==> src/rtl/wtsc_pkg.sv <==
`timescale 1ns / 1ps
// ----------------------------------------------------------------------------
// Wave table sound channel package
// Sizes, operation codes and shared types of the channel.
// ----------------------------------------------------------------------------
package wtsc_pkg;

  // wave RAM size in bytes, a multiple of 4
  localparam int WAVE_BYTES    = 16;
  localparam int TRIGGER_DELAY = 3;

  localparam int WAVE_AW   = $clog2(WAVE_BYTES);
  localparam int POS_W     = WAVE_AW + 1;
  localparam int WAVE_ROWS = WAVE_BYTES / 4;
  localparam int ROW_AW    = (WAVE_AW > 2) ? WAVE_AW - 2 : 1;

  localparam logic [POS_W-1:0] POS_LAST    = POS_W'(2 * WAVE_BYTES - 1);
  localparam logic [11:0]      PERIOD_BASE = 12'h800;
  localparam logic [2:0]       MUTE_SHIFT  = 3'd4;
  localparam logic signed [4:0] LEVEL_LOW  = -5'sd15;

  typedef enum logic [2:0] {
    OP_TICK     = 3'd0,
    OP_DAC      = 3'd1,
    OP_VOLUME   = 3'd2,
    OP_FREQ_LO  = 3'd3,
    OP_FREQ_HI  = 3'd4,
    OP_WAVE_WR  = 3'd5
  } wtsc_op_t;

  typedef struct packed {
    logic               wr_en;
    logic [WAVE_AW-1:0] wr_addr;
    logic [7:0]         wr_data;
    logic               copy_en;
    logic [ROW_AW-1:0]  rd_row;
    logic [1:0]         rd_byte;
  } wtsc_ram_ctrl_t;

  typedef struct packed {
    logic signed [4:0] level;
    logic              playing;
    logic              dac_enabled;
  } wtsc_result_t;

endpackage

==> src/rtl/wtsc_wave_store.sv <==
`timescale 1ns / 1ps
// ----------------------------------------------------------------------------
// Wave RAM store
// Byte store in rows of four: byte writes, one row read, row 0 copy.
// ----------------------------------------------------------------------------
module wtsc_wave_store
  import wtsc_pkg::*;
(
  input  logic           clk,
  input  wtsc_ram_ctrl_t ctrl,
  output logic [7:0]     rd_data
);

  logic [7:0] mem [WAVE_ROWS][4];
  logic [7:0] row_rd [4];
  logic [ROW_AW-1:0] wr_row;

  always_comb begin
    for (int i = 0; i < 4; i++) begin
      row_rd[i] = mem[ctrl.rd_row][i];
    end
  end

  assign rd_data = row_rd[ctrl.rd_byte];
  assign wr_row  = ROW_AW'(ctrl.wr_addr >> 2);

  always_ff @(posedge clk) begin
    if (ctrl.wr_en) begin
      mem[wr_row][ctrl.wr_addr[1:0]] <= ctrl.wr_data;
    end else if (ctrl.copy_en) begin
      if (ctrl.rd_row == '0) begin
        mem[0][0] <= row_rd[ctrl.rd_byte];
      end else begin
        for (int i = 0; i < 4; i++) begin
          mem[0][i] <= row_rd[i];
        end
      end
    end
  end

endmodule

==> src/rtl/wtsc_voice.sv <==
`timescale 1ns / 1ps
// ----------------------------------------------------------------------------
// Wave channel voice
// Channel state, per-item update and output level of the channel.
// ----------------------------------------------------------------------------
module wtsc_voice
  import wtsc_pkg::*;
(
  input  logic           clk,
  input  logic           rst,
  input  logic           en,
  input  logic [2:0]     op,
  input  logic [7:0]     data_byte,
  input  logic [3:0]     ram_index,
  input  logic           model_sel,
  input  logic [7:0]     rd_data,
  output wtsc_ram_ctrl_t ram_ctrl,
  output wtsc_result_t   result
);

  logic [POS_W-1:0]   play_position, play_position_next;
  logic [7:0]         sample_latch, sample_latch_next;
  logic [11:0]        period_timer, period_timer_next;
  logic               timer_running, timer_running_next;
  logic               active, active_next;
  logic               dac_on, dac_on_next;
  logic [2:0]         volume_shift, volume_shift_next;
  logic [7:0]         freq_low, freq_low_next;
  logic [2:0]         freq_high, freq_high_next;

  logic [POS_W-1:0]   pos_inc;
  logic [WAVE_AW-1:0] byte_pos;
  logic [11:0]        period_cur;
  logic [11:0]        period_trig;
  logic [3:0]         nib;
  logic [3:0]         nib_shifted;
  logic               wr_hit;
  logic               copy_hit;

  assign pos_inc     = (play_position == POS_LAST) ? '0 : play_position + 1'b1;
  assign byte_pos    = pos_inc[POS_W-1:1];
  assign period_cur  = PERIOD_BASE - {1'b0, freq_high, freq_low};
  assign period_trig = PERIOD_BASE - {1'b0, data_byte[2:0], freq_low};
  assign wr_hit      = ({1'b0, ram_index} < 5'(WAVE_BYTES)) || (WAVE_BYTES > 16);

  always_comb begin
    play_position_next = play_position;
    sample_latch_next  = sample_latch;
    period_timer_next  = period_timer;
    timer_running_next = timer_running;
    active_next        = active;
    dac_on_next        = dac_on;
    volume_shift_next  = volume_shift;
    freq_low_next      = freq_low;
    freq_high_next     = freq_high;
    copy_hit           = 1'b0;
    case (wtsc_op_t'(op))
      OP_TICK: begin
        if (timer_running) begin
          if (period_timer <= 12'd1) begin
            play_position_next = pos_inc;
            sample_latch_next  = rd_data;
            period_timer_next  = period_cur;
          end else begin
            period_timer_next = period_timer - 12'd1;
          end
        end
      end
      OP_DAC: begin
        dac_on_next = data_byte[7];
        if (!data_byte[7]) begin
          active_next        = 1'b0;
          timer_running_next = 1'b0;
          period_timer_next  = '0;
        end
      end
      OP_VOLUME: begin
        volume_shift_next = (data_byte[6:5] == 2'd0) ? MUTE_SHIFT
                                                     : {1'b0, data_byte[6:5] - 2'd1};
      end
      OP_FREQ_LO: begin
        freq_low_next = data_byte;
      end
      OP_FREQ_HI: begin
        freq_high_next = data_byte[2:0];
        if (data_byte[7] && dac_on) begin
          copy_hit           = !model_sel && timer_running && (period_timer == 12'd1);
          active_next        = 1'b1;
          play_position_next = '0;
          timer_running_next = 1'b1;
          period_timer_next  = period_trig + 12'(TRIGGER_DELAY);
        end
      end
      default: begin
      end
    endcase
  end

  always_comb begin
    ram_ctrl.wr_en   = en && (wtsc_op_t'(op) == OP_WAVE_WR) && wr_hit;
    ram_ctrl.wr_addr = WAVE_AW'(ram_index);
    ram_ctrl.wr_data = data_byte;
    ram_ctrl.copy_en = en && copy_hit;
    ram_ctrl.rd_row  = ROW_AW'(byte_pos >> 2);
    ram_ctrl.rd_byte = byte_pos[1:0];
  end

  assign nib         = play_position_next[0] ? sample_latch_next[3:0]
                                             : sample_latch_next[7:4];
  assign nib_shifted = nib >> volume_shift_next[1:0];

  always_comb begin
    result.playing     = active_next;
    result.dac_enabled = dac_on_next;
    if (!dac_on_next) begin
      result.level = '0;
    end else if (volume_shift_next[2] || !active_next) begin
      result.level = LEVEL_LOW;
    end else begin
      result.level = $signed({nib_shifted, 1'b0}) + LEVEL_LOW;
    end
  end

  always_ff @(posedge clk) begin
    if (rst) begin
      play_position <= '0;
      sample_latch  <= '0;
      period_timer  <= '0;
      timer_running <= 1'b0;
      active        <= 1'b0;
      dac_on        <= 1'b0;
      volume_shift  <= MUTE_SHIFT;
      freq_low      <= '0;
      freq_high     <= '0;
    end else if (en) begin
      play_position <= play_position_next;
      sample_latch  <= sample_latch_next;
      period_timer  <= period_timer_next;
      timer_running <= timer_running_next;
      active        <= active_next;
      dac_on        <= dac_on_next;
      volume_shift  <= volume_shift_next;
      freq_low      <= freq_low_next;
      freq_high     <= freq_high_next;
    end
  end

endmodule

==> src/rtl/wave_table_sound_channel.sv <==
`timescale 1ns / 1ps
// ----------------------------------------------------------------------------
// Wave table sound channel
// Wave playback channel stepped by one tick or one register write per item.
//
//   channel  signals                           payload
//   item     item_valid / item_ready           op, data_byte, ram_index
//   result   result_valid / result_ready       level, playing, dac_enabled
//   cfg      cfg_valid / cfg_ready             color_model
//
// One item per cycle while results are taken; each item passes the input register,
// then the result register, after its transfer.
// Reset clears the channel state and both stages; wave RAM is not cleared.
// A stalled result holds; the input stage still takes an item while its own
// slot is free or moving on.
// ----------------------------------------------------------------------------
module wave_table_sound_channel
  import wtsc_pkg::*;
(
  input  logic              clk,
  input  logic              rst,
  input  logic              item_valid,
  output logic              item_ready,
  input  logic [2:0]        op,
  input  logic [7:0]        data_byte,
  input  logic [3:0]        ram_index,
  output logic              result_valid,
  input  logic              result_ready,
  output logic signed [4:0] level,
  output logic              playing,
  output logic              dac_enabled,
  input  logic              cfg_valid,
  output logic              cfg_ready,
  input  logic              color_model
);

  logic           stage_valid;
  logic [2:0]     stage_op;
  logic [7:0]     stage_data;
  logic [3:0]     stage_index;
  logic           model_sel;
  logic           advance;
  logic [7:0]     rd_data;
  wtsc_ram_ctrl_t ram_ctrl;
  wtsc_result_t   result;

  assign advance    = stage_valid && (!result_valid || result_ready);
  assign item_ready = !rst && (!stage_valid || advance);
  assign cfg_ready  = !rst;

  always_ff @(posedge clk) begin
    if (rst) begin
      stage_valid <= 1'b0;
    end else if (item_ready) begin
      stage_valid <= item_valid;
    end
  end

  always_ff @(posedge clk) begin
    if (item_valid && item_ready) begin
      stage_op    <= op;
      stage_data  <= data_byte;
      stage_index <= ram_index;
    end
  end

  always_ff @(posedge clk) begin
    if (rst) begin
      model_sel <= 1'b0;
    end else if (cfg_valid) begin
      model_sel <= color_model;
    end
  end

  wtsc_wave_store u_store (
    .clk     (clk),
    .ctrl    (ram_ctrl),
    .rd_data (rd_data)
  );

  wtsc_voice u_voice (
    .clk       (clk),
    .rst       (rst),
    .en        (advance),
    .op        (stage_op),
    .data_byte (stage_data),
    .ram_index (stage_index),
    .model_sel (model_sel),
    .rd_data   (rd_data),
    .ram_ctrl  (ram_ctrl),
    .result    (result)
  );

  always_ff @(posedge clk) begin
    if (rst) begin
      result_valid <= 1'b0;
    end else if (advance) begin
      result_valid <= 1'b1;
    end else if (result_ready) begin
      result_valid <= 1'b0;
    end
  end

  always_ff @(posedge clk) begin
    if (advance) begin
      level       <= result.level;
      playing     <= result.playing;
      dac_enabled <= result.dac_enabled;
    end
  end

endmodule

==> config.mk <==
export PLATFORM = sky130hd
export DESIGN_NAME = wave_table_sound_channel
export DESIGN_NICKNAME = d
export VERILOG_FILES = /design/src/rtl/wtsc_pkg.sv /design/src/rtl/wtsc_wave_store.sv /design/src/rtl/wtsc_voice.sv /design/src/rtl/wave_table_sound_channel.sv
export SDC_FILE = /design/constraint.sdc
export NUM_CORES = 1
export LEC_CHECK = 0
export BUFFER_PORTS_ARGS = -buffer_cell sky130_fd_sc_hd__buf_2
export CORE_MARGIN = 3
export CORE_UTILIZATION = 40
export DETAILED_ROUTE_END_ITERATION = 16
export REMOVE_ABC_BUFFERS = 1
export SYNTH_ARGS = -nofsm -noshare
export SYNTH_HDL_FRONTEND = slang
export SYNTH_SLANG_ARGS = --single-unit
export TNS_END_PERCENT = 30
==> constraint.sdc <==
create_clock -name clk -period 5.4 [get_ports clk]
set_input_delay 1.08 -clock clk [delete_from_list [all_inputs] [get_ports clk]]
set_output_delay 1.08 -clock clk [all_outputs]
set_load 0.01 [all_outputs]
* Word-level counts from Yosys, hierarchy flattened
Memory sizes are Yosys's and may differ from the RTL's.
Index checks and enable logic that the tools add are counted.
** Storage, ports and cells
- Bits in registers :: 67
- Memory bits (writable) :: 128
- Bits of input ports :: 21
- Output and inout bits :: 10
- Logic and storage cells :: 126
- Memories kept :: 1
** Memory list
- u_store.mem :: words 4, width 32, rd ports 1, clocked after memory_dff 0, write ports 1, line wtsc_wave_store.sv:14 : logic [7:0] mem [WAVE_ROWS][4];
** Operators by class
- $add $sub $neg :: 7
- $lt $le $gt $ge :: 4
- Equality and inequality tests :: 11
- Shift operators :: 1
- Mux-type cells :: 47
- Bitwise gates (word level) :: 4
- Reduce and logical (&&, ||, !) cells :: 31
** Operators with widths (count)
- $mux 32 :: 3
- $mux 8 :: 7
- $mux 12 :: 4
- $pmux 12 s3 :: 1
- $reduce_or 32->1 :: 1
- $mux 5 :: 5
- $sub 12x11->12 const A :: 2
- $mux 1 :: 18
- $bmux 8 s2 :: 1
- $demux 8 s2 :: 1
- $add 12x2->12 const B :: 1
- $eq 12x1->1 const B :: 1
- $le 12x1->1 const B :: 1
- $sub 12x1->12 const B :: 1
- $pmux 5 s2 :: 1
- $reduce_and 5->1 :: 2
- $logic_and 1x1->1 :: 9
- $eq 3x2->1 const B :: 2
- $eq 3x3->1 const B :: 2
- $ge 3x3->1 const B :: 2
- $mux 3 :: 2
- $ne 2x1->1 const B :: 3
- $not 2->3 :: 2
- $reduce_bool 2->1 :: 3
- other kinds (21) :: 30

* Depth between registers and ports, before layout
- Depth in word-level cells :: 13
- Mapped depth :: 12
- Depth with buffers taken out :: 11

* Modules after synthesis
From an unflattened synthesis, not the netlist that was laid out.
** Second synthesis, totals
- Cells, all modules :: 834
- Area total of the unflattened synthesis :: 9947.0 um^2
** By module, submodules not included
- wtsc_wave_store :: times used 1, cells an instance 399, area each 6170.9 um^2, sequential area each 3843.7 um^2
- wtsc_voice :: times used 1, cells an instance 398, area each 2976.6 um^2, sequential area each 840.8 um^2
- wave_table_sound_channel :: times used 1, cells an instance 37, area each 799.5 um^2, sequential area each 720.7 um^2

* Worst setup path after synthesis
Ideal clock, no wire load.
- Kind :: input-to-reg
- Start :: input port result_ready
- End :: memory u_store.mem[0][0] in the netlist's numbering (enable)
- Setup time :: 384 ps
- Arrival :: 2804 ps
- Data required time :: 5016 ps
- Slack :: 2212 ps
- Stages on the path :: 7
- Path buffers :: 0
- Cells stage by stage :: nor2b_1 > nand2b_1 > inv_1 > nand2_1 > nor4_2 > nor2_1 > o21ai_0
** On the way
- Longest elaborated chain between the ends :: 9
- Elaborated cells between the ends (all ways) :: 16
- Classes of those cells :: mux: 10; bitwise: 1; reduce/logical: 5
** Ends and longest elaborated chain
- start, declared :: line wave_table_sound_channel.sv:28 : input logic result_ready,
- $logic_or 1x1->1 (*) :: line wave_table_sound_channel.sv:47 : assign advance = stage_valid && (!result_valid || result_ready);
- $logic_and 1x1->1 (*) :: line wave_table_sound_channel.sv:47
- $logic_and 1x1->1 :: line wtsc_voice.sv:103 : ram_ctrl.copy_en = en && copy_hit;
- $mux 1 :: line wtsc_wave_store.sv:30 : end else if (ctrl.copy_en) begin
- $mux 1 :: line wtsc_wave_store.sv:28 : if (ctrl.wr_en) begin
- $mux 1, on equally long branches :: line wtsc_wave_store.sv:32, wtsc_wave_store.sv:35
- $or 1x1->1 (no source line)
- $reduce_or 32->1 (no source line)
- $mux 2 (no source line) or $mux 32 (tied branches)
- end, declared :: line wtsc_wave_store.sv:14
Mark *: on every way between the ends. The rest lies on a longest branch, timed or not.

* Worst setup path after layout
- Start :: register u_voice.play_position[0]
- End :: register level[1] (data pin)
** On the way
- Longest elaborated chain between the ends :: 12
- Elaborated cells between the ends (all ways) :: 18
- Classes of those cells :: add/sub: 2; eq/ne: 1; shift: 1; mux: 12; bitwise: 1; memory: 1
** Ends and longest elaborated chain
- start, declared :: line wtsc_voice.sv:21 : logic [POS_W-1:0] play_position, play_position_next;
- start signal, assigned :: line wtsc_voice.sv:136 : play_position <= play_position_next;
- $add 5x1->5 or $eq 5x5->1 (tied branches) :: line wtsc_voice.sv:40 : assign pos_inc = (play_position == POS_LAST) ? '0 : play_position + 1'b1;
- $mux 5 :: line wtsc_voice.sv:40
- $mem_v2 4x32 or $not 2->3 (tied branches)
- $bmux 8 s2 :: line wtsc_wave_store.sv:24 : assign rd_data = row_rd[ctrl.rd_byte];
- $mux 8 (implied by the code) (2 in a row) :: line wtsc_wave_store.sv:24
- $mux 8 :: line wtsc_voice.sv:60 : if (period_timer <= 12'd1) begin
- $mux 8 :: line wtsc_voice.sv:59 : if (timer_running) begin
- $mux 8 :: line wtsc_voice.sv:57 : case (wtsc_op_t'(op))
- $mux 4 (*) :: line wtsc_voice.sv:108 : assign nib = play_position_next[0] ? sample_latch_next[3:0]
- $shr 4x2->4 (*) :: line wtsc_voice.sv:110 : assign nib_shifted = nib >> volume_shift_next[1:0];
- $add 5x5->5 (*) :: line wtsc_voice.sv:120 : result.level = $signed({nib_shifted, 1'b0}) + LEVEL_LOW;
- end signal, assigned :: line wave_table_sound_channel.sv:106 : level <= result.level;
- end, declared :: line wave_table_sound_channel.sv:29 : output logic signed [4:0] level,
Mark *: on every way between the ends. The rest lies on a longest branch, timed or not. The select of a mux whose other input is x is not followed.
A chain may end at the register's enable or synchronous reset.

==> results summary <==
The data required time at the worst endpoint came out at 5.57 ns. The power density over cell area is 309.4 mW/mm^2. The area of the placeable core came out at 0.02135 mm^2. Ranked by total cell area, the synthesized netlist is headed by sky130_fd_sc_hd__edfxtp_1 51%, sky130_fd_sc_hd__dfxtp_1 10%, sky130_fd_sc_hd__mux4_2 8.2%. Leaving out fill and tap cells, the most frequent cell in the layout is sky130_fd_sc_hd__edfxtp_1.

The count of hold-fix buffers inserted at cts is 0. The global router's overall resource usage came out at 17.26%. The max-slew violation count was 0. Entering global routing, the biggest net connects 45 pins.

The share of the synthesized area in the top cell type came out at 50.99%. The total overflow left after global routing is 0. The length of the first detailed-routing pass in iterations came out at 5. The proportion of power drawn by the clock network came out at 41.2%. The net switching power is 702.8 uW. The share of total power in combinational logic came out at 4.7%.

The register bit total from synthesis came out at 195. The die is 154.6 um tall. The total half-perimeter wirelength after legalization and detailed placement came out at 13750 um. The width of the chip came out at 154.6 um. The post-cts resize count is 0. The number of nets in the finished design is 748. For this run, the leading register cell type out of synthesis is sky130_fd_sc_hd__edfxtp_1. The routed wirelength normalized by instance count is 20.28 um.

OpenSTA, run right after detailed placement, puts the worst setup slack at 1.185 ns. The worst-case vdd ir drop came out at 0.1751 mV. The setup path with the least slack is of type reg2reg.

Input and output buffers added on the ports amount to 30. The total internal power came out at 2.332 mW. The floorplan row count is 53. Across all hold checks on the routed design, the worst slack comes to 0.4582 ns. The setup TNS came out at 0 ns. The instance count of the mapped netlist is 703. Setup repair after global routing left no endpoint under its margin. The top achievable clock speed is 260.8 MHz.

The number of standard cells in the final layout excluding fillers is 1008. Total power for the finished layout comes to 3.035 mW. Across the run, the number of max-cap violations was 0. Of the cells placed in the final design, the portion with a size suffix greater than 1 is 15.69%. The total I/O pin count is 31.

The min-delay analysis places its worst path in the category reg2reg. The post-route worst setup slack is 1.565 ns. The congestion estimate from routability-driven global placement came to 0.8446. The number of synthesized flops with an enable pin is 150. The setup skew after layout came out at 0.01314 ns.

The area growth from synthesis to layout is 11.02%. The number of remaining DRC errors came out at 0. The fraction of power spent switching nets is 23.16%.

The number of antenna violations at the first check in global routing came to 0. The clock latency at the later pin of the worst-skew pair came out at 0.44 ns. The initial cell density of the core is 41.37%. The final critical delay including setup and external delays is 3.835 ns. Along the worst path, the maximum fanout reaches 32. The number of distinct library cells after synthesis came out at 60.

The total clock sinks is 195. The sequential area share after synthesis came out at 61.19%. The die area came out at 0.02390 mm^2. The end-of-flow core utilization came out at 45.93%. The number of setup buffers added after CTS is 0. The final count of hold timing violations is 0. The final count of negative-setup-slack endpoints is 0. The standby leakage power came out at 3.494 nW. The remaining max-slew budget at the tightest pin is 32.62%. During synthesis, Yosys emitted a total of 0 warnings. Clock tree synthesis selected as its root buffer the cell sky130_fd_sc_hd__clkbuf_16. The number of antenna diodes in the final layout is 0. STA classifies the critical path endpoint as a flop. The finished cells cover 0.009807 mm^2. Clock-pin slew was measured on the worst setup and hold paths at 0.07 ns. The number of buffers on the longest clock path came out at 2. Once detail routing completed, the nets flagged for antenna violations numbered 0. The share of the clock period used by the worst path after layout is 71.02%.

In the layout the commonest cells are 150 x sky130_fd_sc_hd__edfxtp_1, 100 x sky130_fd_sc_hd__nand2_1, 77 x sky130_fd_sc_hd__nor2_1. A synthesized cell averages 12.57 um^2. Once placement finished, the instance area stood at 0.009221 mm^2. The wire length reported by the detailed router is 20450 um.

The flow ran to the end, and the final reports show no timing, DRC or antenna violations. The initial DRC count came out at 534. The slew of the pin with the lowest slew margin is 1.003 ns. The number of global-route vias before repair came to 5548.

The maximum level of the CTS H-tree is 4. After synthesis the cells add up to 0.008833 mm^2. The largest total area in the synthesized netlist belongs to sky130_fd_sc_hd__edfxtp_1. The number of buffers created by CTS came out at 17. The global-route wire length before repair is 31910 um. At the worst endpoint, the arrival time is 4.00 ns. The cell count after placement came out at 977. The routed via count came out at 5757. The share of power burned in registers came out at 54.1%. The worst setup path is launched from a flop. In the synthesized netlist the async set-or-reset flop fraction comes to 0%. The TritonCTS clock tree is yes. The via-per-instance ratio came out at 5.711.
## path summary, 6_finish.rpt
check                      startpoint                       to  slack, ns  cells past startpoint
max          u_voice.play_position[0]                 level[1]       1.57                     12
max reg2reg  u_voice.play_position[0]                 level[1]       1.57                     12
min           u_voice.sample_latch[1]  u_voice.sample_latch[1]       0.46                      2
min reg2reg   u_voice.sample_latch[1]  u_voice.sample_latch[1]       0.46                      2
## kinds of logic after synthesis
kind of cell	count (synthesis)	share of synthesized area (%)
AOI/OAI and AO/OA	125	9.334
xor gates and xnor gates	27	2.677
adders and majority gates	6	0.8498
buffers and inverters	49	2.394
DFF	195	61.19
muxes	55	10.93
and+or+nand+nor	246	12.62
## critical path, cell delays in order, from the launching register on
cell	delay [ns]
sky130_fd_sc_hd__dfxtp_1	0.44
sky130_fd_sc_hd__ha_1	0.24
sky130_fd_sc_hd__and3_1	0.18
sky130_fd_sc_hd__ha_2	0.22
sky130_fd_sc_hd__nor2_1	0.09
sky130_fd_sc_hd__mux2i_4	0.13
sky130_fd_sc_hd__buf_4	0.55
sky130_fd_sc_hd__mux4_2	0.62
sky130_fd_sc_hd__a22oi_1	0.32
sky130_fd_sc_hd__nand2_1	0.23
sky130_fd_sc_hd__o211a_1	0.30
sky130_fd_sc_hd__nor3_1	0.16
sky130_fd_sc_hd__nor3_1	0.08
## synthesized netlist by cell type (all sizes together), types with 2 or more instances
master,count
a211oi,13
a21boi,3
a21oi,27
a22oi,20
a311oi,2
and2,5
buf,11
clkbuf,27
dfxtp,45
edfxtp,150
ha,6
inv,11
mux2,2
mux2i,21
mux4,32
nand2,100
nand2b,11
nand3,13
nor2,77
nor2b,5
nor3,12
nor3b,3
nor4,5
o211a,4
o21a,6
o21ai,31
o221ai,6
o22ai,2
or2,4
or3,2
or4,2
xnor2,16
xor2,11
## sequential cells by signal, indices dropped and copies added (netlist names), 4 cells and up
signal / cells
u_store.mem: 128
u_voice.period_timer: 12
stage_data: 8
u_voice.freq_low: 8
u_voice.sample_latch: 8
level: 5
u_voice.play_position: 5
stage_index: 4
## area by class of cell
class	instances	area, um^2
clock inverters	14	160.2
clock buffers	17	425.4
multi-input cells	459	3228
well taps	275	344.1
repair buffers	37	202.7
flip-flops and latches	195	5405
inverters	11	41.29
fillers	1945	11550
## power groups by stage
| stage | combinational (mW) | clock [mW] | sequential (mW) |
|---|---|---|---|
| after floorplan | 0.0927 | 0 | 1.67 |
| after global placement | 0.136 | 0 | 1.67 |
| after detailed placement | 0.140 | 0 | 1.67 |
| after CTS | 0.142 | 1.27 | 1.64 |
| after global routing | 0.159 | 1.34 | 1.64 |
| final | 0.142 | 1.25 | 1.64 |
## metal layers
metal  track usage, %  routed length (um)  vias up
met5                0                   0        -
met4            4.247                 329        0
met3            4.309                1325       22
met2            27.20                9600      205
met1            24.21                9192     2871
li1                 -                   -     2659
(Power assumes the default switching activity.)
